[src/rtl/beep_pattern_sequencer_defines.svh]
// Assertion macros used by the beep pattern sequencer RTL.
`ifndef BEEP_PATTERN_SEQUENCER_DEFINES_SVH
`define BEEP_PATTERN_SEQUENCER_DEFINES_SVH

`ifndef SYNTHESIS

// Implication checked at every rising clock edge outside reset.
`define BPS_ASSERT(lbl, clk, rst_n, prop) \
	lbl: assert property (@(posedge clk) disable iff (!rst_n) prop) \
		else $error("beep_pattern_sequencer: assertion failed");

// Same check, written as a condition that must hold at every edge outside reset.
`define BPS_ASSERT_ALWAYS(lbl, clk, rst_n, cond) \
	`BPS_ASSERT(lbl, clk, rst_n, (cond))

`else

`define BPS_ASSERT(lbl, clk, rst_n, prop)
`define BPS_ASSERT_ALWAYS(lbl, clk, rst_n, cond)

`endif

`endif

[src/rtl/bps_pkg.sv]
// Package with widths, codes and types of the beep pattern sequencer.
package bps_pkg;

	localparam int FREQ_W = 16;
	localparam int CNT_W  = 16;
	localparam int REP_W  = 8;

	typedef logic [FREQ_W-1:0]       freq_t;
	typedef logic [CNT_W-1:0]        cnt_t;
	typedef logic signed [REP_W-1:0] rep_t;

	// Request kinds on the input channel.
	localparam logic FUNC_TICK = 1'b0;
	localparam logic FUNC_CMD  = 1'b1;

	typedef struct packed {
		freq_t freq;
		rep_t  repeats;
		cnt_t  on_ticks;
		cnt_t  off_ticks;
	} cmd_t;

endpackage

[src/rtl/bps_if.sv]
// Valid/ready channel interfaces for the beep pattern sequencer.
interface bps_in_if;
	logic               valid;
	logic               ready;
	logic               func;
	bps_pkg::freq_t     tone_freq_in;
	bps_pkg::rep_t      repeat_count;
	bps_pkg::cnt_t      on_duration;
	bps_pkg::cnt_t      off_duration;

	modport source (
		output valid, func, tone_freq_in, repeat_count, on_duration, off_duration,
		input  ready
	);
	modport sink (
		input  valid, func, tone_freq_in, repeat_count, on_duration, off_duration,
		output ready
	);
endinterface

interface bps_out_if;
	logic               valid;
	logic               ready;
	bps_pkg::freq_t     tone_freq_out;
	logic               buzzer_on;

	modport source (
		output valid, tone_freq_out, buzzer_on,
		input  ready
	);
	modport sink (
		input  valid, tone_freq_out, buzzer_on,
		output ready
	);
endinterface

[src/rtl/beep_pattern_sequencer.sv]
// Beep pattern sequencer: request decode, off/on state machine and result register.
//
// Usage: requests arrive on the item channel. A request with func set to the
// command code stores a new beep pattern in a one-deep pending slot; any other
// request is one time tick that advances the off/on state machine.
// Every accepted request produces exactly one result on the result channel:
// the frequency of the active pattern and the buzzer phase after the update.
// The result is valid in the cycle after acceptance.
// One request is taken per cycle while the receiver does not stall; the state
// update and the result are computed from the counter and repeat compares and
// decrements and selection, and the single result register sets that rate.
// When the receiver stalls, the result is held in the output register and the
// item channel stays ready only if that register is drained in the same cycle.
// Reset (arst_n low) clears the phase, the counter, both command slots and the
// result valid flag; the first tick after reset reports frequency 0 and off.
`include "beep_pattern_sequencer_defines.svh"

module beep_pattern_sequencer (
	input  logic       clk,
	input  logic       arst_n,
	bps_in_if.sink     item,
	bps_out_if.source  result
);

	logic            phase_q;
	bps_pkg::cnt_t   cnt_q;
	logic            active_valid_q;
	bps_pkg::cmd_t   active_q;
	logic            pending_valid_q;
	bps_pkg::cmd_t   pending_q;

	logic            out_valid_q;
	bps_pkg::freq_t  out_freq_q;
	logic            out_buzzer_q;

	logic            phase_d;
	bps_pkg::cnt_t   cnt_d;
	logic            active_valid_d;
	bps_pkg::cmd_t   active_d;
	logic            pending_valid_d;
	bps_pkg::cmd_t   pending_d;

	logic            accept;
	logic            is_cmd;

	assign item.ready = !out_valid_q || result.ready;
	assign accept     = item.valid && item.ready;
	assign is_cmd     = (item.func == bps_pkg::FUNC_CMD);

	always_comb begin
		phase_d         = phase_q;
		cnt_d           = cnt_q;
		active_valid_d  = active_valid_q;
		active_d        = active_q;
		pending_valid_d = pending_valid_q;
		pending_d       = pending_q;
		if (is_cmd) begin
			pending_valid_d     = 1'b1;
			pending_d.freq      = item.tone_freq_in;
			pending_d.repeats   = item.repeat_count;
			pending_d.on_ticks  = item.on_duration;
			pending_d.off_ticks = item.off_duration;
		end else if (cnt_q != '0) begin
			cnt_d = cnt_q - bps_pkg::cnt_t'(1);
		end else if (!phase_q) begin
			if (active_valid_q) begin
				cnt_d   = active_q.on_ticks;
				phase_d = 1'b1;
			end else if (pending_valid_q) begin
				// Promotion only; the on phase starts on the next tick.
				active_valid_d  = 1'b1;
				active_d        = pending_q;
				pending_valid_d = 1'b0;
			end
		end else begin
			// End of an on phase: either another beep follows or the pattern is done.
			if (active_q.repeats > bps_pkg::rep_t'(1)) begin
				active_d.repeats = active_q.repeats - bps_pkg::rep_t'(1);
				cnt_d            = active_q.off_ticks;
			end else begin
				active_valid_d = 1'b0;
			end
			phase_d = 1'b0;
		end
	end

	always_ff @(posedge clk or negedge arst_n) begin
		if (!arst_n) begin
			phase_q         <= 1'b0;
			cnt_q           <= '0;
			active_valid_q  <= 1'b0;
			active_q        <= '0;
			pending_valid_q <= 1'b0;
			pending_q       <= '0;
		end else if (accept) begin
			phase_q         <= phase_d;
			cnt_q           <= cnt_d;
			active_valid_q  <= active_valid_d;
			active_q        <= active_d;
			pending_valid_q <= pending_valid_d;
			pending_q       <= pending_d;
		end
	end

	always_ff @(posedge clk or negedge arst_n) begin
		if (!arst_n) begin
			out_valid_q <= 1'b0;
		end else if (accept) begin
			out_valid_q <= 1'b1;
		end else if (result.ready) begin
			out_valid_q <= 1'b0;
		end
	end

	always_ff @(posedge clk) begin
		if (accept) begin
			out_freq_q   <= active_d.freq;
			out_buzzer_q <= phase_d;
		end
	end

	assign result.valid         = out_valid_q;
	assign result.tone_freq_out = out_freq_q;
	assign result.buzzer_on     = out_buzzer_q;

	// The result register always shows the state left by the latest request.
	`BPS_ASSERT(a_result_tracks_state, clk, arst_n,
		accept |=> (out_buzzer_q == phase_q) && (out_freq_q == active_q.freq))

	// A command request never moves the phase or the counter.
	`BPS_ASSERT(a_cmd_keeps_phase, clk, arst_n,
		(accept && is_cmd) |=> $stable(phase_q) && $stable(cnt_q))

	// The buzzer only switches on for an active pattern.
	`BPS_ASSERT(a_on_needs_active, clk, arst_n,
		$rose(phase_q) |-> active_valid_q && $past(active_valid_q))

	// The on phase is only ever held with an active pattern behind it.
	`BPS_ASSERT_ALWAYS(a_phase_implies_active, clk, arst_n,
		!phase_q || active_valid_q)

endmodule
[src/flat_wrapper.sv]
// flat-port wrapper written by rule: the top's interface ports become plain ports
module beep_pattern_sequencer_flat 
  (clk, arst_n, item_valid, item_func, item_tone_freq_in, item_repeat_count, item_on_duration, item_off_duration, item_ready, result_valid, result_tone_freq_out, result_buzzer_on, result_ready);
  bps_in_if item_i ();
  bps_out_if result_i ();
  input  logic clk;
  input  logic arst_n;
  input wire logic [$bits(item_i.valid)-1:0] item_valid;
  input wire logic [$bits(item_i.func)-1:0] item_func;
  input wire logic [$bits(item_i.tone_freq_in)-1:0] item_tone_freq_in;
  input wire logic [$bits(item_i.repeat_count)-1:0] item_repeat_count;
  input wire logic [$bits(item_i.on_duration)-1:0] item_on_duration;
  input wire logic [$bits(item_i.off_duration)-1:0] item_off_duration;
  output wire logic [$bits(item_i.ready)-1:0] item_ready;
  output wire logic [$bits(result_i.valid)-1:0] result_valid;
  output wire logic [$bits(result_i.tone_freq_out)-1:0] result_tone_freq_out;
  output wire logic [$bits(result_i.buzzer_on)-1:0] result_buzzer_on;
  input wire logic [$bits(result_i.ready)-1:0] result_ready;
  assign item_i.valid = item_valid;
  assign item_i.func = item_func;
  assign item_i.tone_freq_in = item_tone_freq_in;
  assign item_i.repeat_count = item_repeat_count;
  assign item_i.on_duration = item_on_duration;
  assign item_i.off_duration = item_off_duration;
  assign item_ready = item_i.ready;
  assign result_valid = result_i.valid;
  assign result_tone_freq_out = result_i.tone_freq_out;
  assign result_buzzer_on = result_i.buzzer_on;
  assign result_i.ready = result_ready;
  beep_pattern_sequencer u_core (.clk(clk), .arst_n(arst_n), .item(item_i), .result(result_i));
endmodule
[config.mk]
export PLATFORM = sky130hd
export DESIGN_NAME = beep_pattern_sequencer_flat
export DESIGN_NICKNAME = d
export VERILOG_FILES = /design/src/rtl/bps_pkg.sv /design/src/rtl/bps_if.sv /design/src/rtl/beep_pattern_sequencer.sv /design/src/flat_wrapper.sv
export VERILOG_INCLUDE_DIRS = /design/src /design/src/rtl
export SDC_FILE = /design/constraint.sdc
export NUM_CORES = 1
export LEC_CHECK = 0
export BUFFER_PORTS_ARGS = -buffer_cell sky130_fd_sc_hd__clkbuf_2
export CORE_MARGIN = 2
export CORE_UTILIZATION = 40
export DETAILED_ROUTE_END_ITERATION = 12
export PLACE_DENSITY = 0.61
export RECOVER_POWER = 100
export SYNTH_ARGS = -nofsm -noshare
export SYNTH_HDL_FRONTEND = slang
export SYNTH_SLANG_ARGS = --single-unit
[constraint.sdc]
create_clock -name clk -period 2.6 [get_ports clk]
set_input_delay 0.78 -clock clk [delete_from_list [all_inputs] [get_ports clk]]
set_output_delay 0.78 -clock clk [all_outputs]
set_load 0.01 [all_outputs]
* Word-level counts from Yosys, hierarchy flattened
Index checks and enable logic that the tools add are counted.
W data, S select, Z words.
** Word-level totals
- Input bits :: 61
- Register bits after elaboration :: 149
- Logic and storage cells :: 68
- Output and inout bits :: 19
** Operators by class
- Mux-type cells :: 26
- Bitwise operators :: 4
- Magnitude comparators :: 1
- Reduce and logical (&&, ||, !) cells :: 13
- Add/sub/neg operators :: 2
- Equality and inequality tests :: 7
** Operator list (count)
- $mux W56 :: 4
- $mux W16 :: 5
- $mux W32 :: 1
- $mux W8 :: 2
- $reduce_bool A16 Y1 :: 1
- $sub A16 B1 Y16 const B :: 1
- $mux W1 :: 14
- $reduce_and A4 Y1 :: 3
- $reduce_and A6 Y1 :: 2
- $ne A2 B2 Y1 const B :: 5
- $gt A8 B2 Y1 const B :: 1
- $sub A8 B2 Y8 const B :: 1
- $not A1 Y1 :: 4
- $reduce_bool A2 Y1 :: 2
- $ne A3 B3 Y1 const B :: 1
- $reduce_bool A3 Y1 :: 1
- $ne A2 B1 Y1 const B :: 1
- $reduce_and A2 Y1 :: 1
- $logic_and A1 B1 Y1 :: 1
- $logic_not A1 Y1 :: 1
- $logic_or A1 B1 Y1 :: 1

* Logic depth before layout (Yosys ltp)
- Depth after elaboration :: 5
- Mapped depth :: 10
- Mapped depth without buffers :: 7

* Least setup slack after synthesis
OpenSTA, ideal clock, no wires.
- Path type :: input to register
- Start :: input result_ready
- End :: register u_core.pending_q[0] (netlist bit)
- Library setup time :: 0.125 ns
- Arrival :: 2.690 ns
- Slack :: -0.214 ns
- Stages :: 7
- Required time :: 2.475 ns
- Path buffers :: 2
- Cell sequence :: nor2b_1 -> inv_1 -> and2_1 -> nand2_1 -> clkbuf_1 -> clkbuf_1 -> mux2_2
** Between the ends
- Longest elaborated chain between the ends :: 3
** Ends and longest elaborated chain
- start: declaration :: line flat_wrapper.sv:18 : input wire logic [$bits(result_i.ready)-1:0] result_ready;
- $logic_or A1 B1 Y1 :: line beep_pattern_sequencer.sv:46 : assign item.ready = !out_valid_q || result.ready;
- named net item_ready :: line flat_wrapper.sv:14 : output wire logic [$bits(item_i.ready)-1:0] item_ready;
- $logic_and A1 B1 Y1 :: line beep_pattern_sequencer.sv:47 : assign accept = item.valid && item.ready;
- named net u_core.accept :: line beep_pattern_sequencer.sv:43 : logic accept;
- $reduce_and A2 Y1 (no source line)
- end signal: assignment :: line beep_pattern_sequencer.sv:101 : pending_q <= pending_d;
- end: declaration :: line beep_pattern_sequencer.sv:30 : bps_pkg::cmd_t pending_q;
The timed path passes the listed nets, and every way through them passes these cells.
A chain may end at the register's enable or synchronous reset.

==> metrics.md <==
| Metric | Value |
|---|---|
| Status | `completed` |
| Fin area | `7890 um2` |
| Async S/R FF share, synth | `0.886` |
| Die H | `~130 um` |
| CTS tree | `built` |
| Overflow after GRT | `0` |
| Arr. time, crit path | `2630 ps` |
| Slew margin rel. | `0.217` |
| Post-CTS Hold Buffers | `0` |
| CP max stage cell | `or4_1` |
| Most common cell in the netlist | `dfrtp_1` |
| CTS Buf Count | `17` |
| Mean routed wirelength per cell | `16.3 um` |
| Final #Nets | `roughly 660` |
| Top FF cell, synth | `dfrtp_1` |
| Minimum clock period | `about 2500 ps` |
| Remaining DRCs | `0` |
| Int Pwr | `4.78 mW` |
| Flop pwr share | `0.465` |
| Worst setup SP type | `register` |
| Synth top area share | `0.495` |
| Critical path's top delay family | `simple AND/OR/NAND/NOR gates` |
| TNS Setup | `0 ps` |
| Max frequency | `405 MHz` |
| Placed cell areas | `7470 um2` |
| RSZ-0062 raised after global routing | `false` |
| Clock sinks | `149` |
| Sw Ratio | `0.271` |
| Cell taking the most area after synthesis | `dfrtp_1` |
| Vias in the first global route | `4607` |
| Static Leak | `3.58 nW` |
| Sw power | `1.77 mW` |
| Clock Tree Buf Depth | `2` |
| Via density | `approximately 5.1` |
| Mean area per synthesized cell | `~14 um2` |
| Post-synth top cells | `dfrtp_1, mux2_2, nor2_1, mux2_4, nand2_1` |
| Area Growth Syn to Fin | `18.3%` |
| Pwr dens | `830 nW/um2` |
| Endpoints failing hold | `0` |
| Clock Latency Late Sink | `420 ps` |
| GRT Max-Usage Layer | `met2` |
| Worst slew pin tran | `1170 ps` |
| Register area share after synthesis | `0.572` |
| # port buffers | `slightly below 80` |
| H-tree levels | `4` |
| Dpl ws | `143 ps` |
| WP data required | `2760 ps` |
| Die area | `17700 um2` |
| Vias | `4234` |
| M1 GR Usage | `0.209` |
| Final Setup Violations | `0` |
| Post-synth cell types | `50` |
| Met2 GRT Util | `0.268` |
| Gate power share | `0.157` |
| First-pass iteration count of the detailed router | `4` |
| GP Congestion | `between 0.8 and 0.9` |
| Max Cap Violations | `0` |
| Clock Power Share | `0.378` |
| Grt met3 use | `0.0426` |
| Final total power | `between 6 and 7 mW` |
| Drt initial violations | `210` |
| Worst-path maximum fanout | `16` |
| Worst setup EP type | `register` |
| Final core occ | `0.479` |
| Worst IR Drop VDD | `0.482 mV` |
| Initial antenna violation count | `0` |
| Core Region | `~16000 um2` |
| Worst path max stage delay | `between 500 and 600 ps` |
| Synth Cell Area | `6670 um2` |
| Initial Util | `0.405` |
| Worst Path Buf+Inv | `1` |
| Syn nets | `approximately 560` |
| EDFF count, synth | `17` |
| Top cells by area, synth | `dfrtp_1, mux2_2, edfxtp_1` |
| Largest net degree at the start of global routing | `57` |
| FP Rows | `47` |
| Worst clock skew | `8.90 ps` |
| Flop-to-flop setup slack | `130 ps` |
| Final worst slack | `~130 ps` |
| Clk slew on worst S/H paths | `60 ps` |
| GRT Util Overall | `0.164` |
| Layout cells sized above 1 | `0.377` |
| Root Buffer | `clkbuf_16` |
| # diodes | `0` |
| #FFs+latches synth | `around 150` |
| Routed Antenna Nets | `0` |
| Hold Path Class | `register to register` |
| Period Utilization, post-route | `0.950` |
| Die width | `roughly 130 um` |
| Max Slew Vio Count | `0` |
| IO Count | `80` |
| First-pass GRT wire length | `about 23 mm` |
| Yosys synthesis warning count | `0` |
| Cell Chain, Critical Path | `nor4_4, nand4_1, or4_1, clkbuf_4, mux2_2` |
| Post-Syn Instances | `493` |
| Setup CP Type | `register to register` |
| HPWL Detailed | `9.31 mm` |
| Routed wire length | `13.4 mm` |
[flip-flops by register name (all words and copies together), names as in the netlist]
name	count
u_core.pending_valid_q	1
u_core.active_q	56
u_core.result.valid	1
u_core.active_valid_q	1
u_core.pending_q	56
u_core.cnt_q	16
u_core.result.tone_freq_out	16
u_core.result.buzzer_on	1
u_core.phase_q	1
[logic make-up (layout without fill, tap and decap cells)]
group,Yosys count,in the layout,share of synthesized area
fa+ha+maj,3,3,0.00563
mux,147,147,0.257
flops,149,149,0.572
buf+inv,32,143,0.0223
simple gates,93,93,0.0747
compound gates,67,67,0.0662
xor+xnor,2,2,0.00263
[power by group through the flow]
stage                     Combinational (mW)  Clock [mW]  Sequential [mW]
after floorplan                        0.761           0             3.00
after global placement                  1.04           0             3.06
after detailed placement                1.08           0             3.09
after CTS                               1.09        2.54             3.05
after global routing                    1.16        2.64             3.10
final                                   1.03        2.47             3.04
[per-layer routing]
| metal | vias up | part of all wire |
|---|---|---|
| met3 | 23 | 0.035 |
| met4 | 0 | 0.025 |
| met2 | 92 | 0.49 |
| met1 | 2098 | 0.45 |
| li1 | 2021 | - |
| met5 | - | 0 |
[what timing repair did]
| item | CTS | global route |
|---|---|---|
| resized for setup | 0 | 1 |
| buffers inserted | 0 | 0 |
| setup endpoints to repair | 0 | 66 |
[cell type report]
cell class / count / area (um2)
multi-input combinational: 312 / 2640
clock inverter: 15 / 180
tap: 220 / 275
clock buffer: 17 / 425
sequential: 149 / 3810
fill: 1534 / 8580
inverter: 8 / 30.0
timing repair buffer: 103 / 529
[cell usage in the layout (no fill, tap or decap), types with 7 or more instances in the layout]
cell type	n
a211oi_1	7
a21oi_1	18
buf_4	10
clkbuf_1	25
clkbuf_16	17
clkbuf_2	62
dfrtp_1	132
edfxtp_1	17
inv_1	8
mux2_1	19
mux2_2	112
mux2i_1	15
nand2_1	19
nand3_1	7
nor2_1	21
nor3_1	7
o21ai_0	10
o22ai_1	7
[path summary, 6_finish.rpt]
path,startpoint,end,cells after the start
setup / recovery,u_core.cnt_q[9]$_DFFE_PN0P_,u_core.result.tone_freq_out[15]$_DFFE_PP_,5
hold / removal,u_core.cnt_q[12]$_DFFE_PN0P_,u_core.cnt_q[12]$_DFFE_PN0P_,1
setup reg to reg,u_core.cnt_q[9]$_DFFE_PN0P_,u_core.result.tone_freq_out[15]$_DFFE_PP_,5
hold reg to reg,u_core.cnt_q[12]$_DFFE_PN0P_,u_core.cnt_q[12]$_DFFE_PN0P_,1
max in group asynchronous,arst_n,u_core.active_q[44]$_DFFE_PN0P_,2
min in group asynchronous,arst_n,u_core.pending_q[42]$_DFFE_PN0P_,1
[stage by stage]
stage / hold slack [ps] / cells
finish: 479 / 824
global route: 498 / 824
CTS: 370 / 824
detailed placement: 475 / 792
global placement: 478 / 792
floorplan: 451 / 493
No activity file was read; power rests on OpenSTA's default activity.
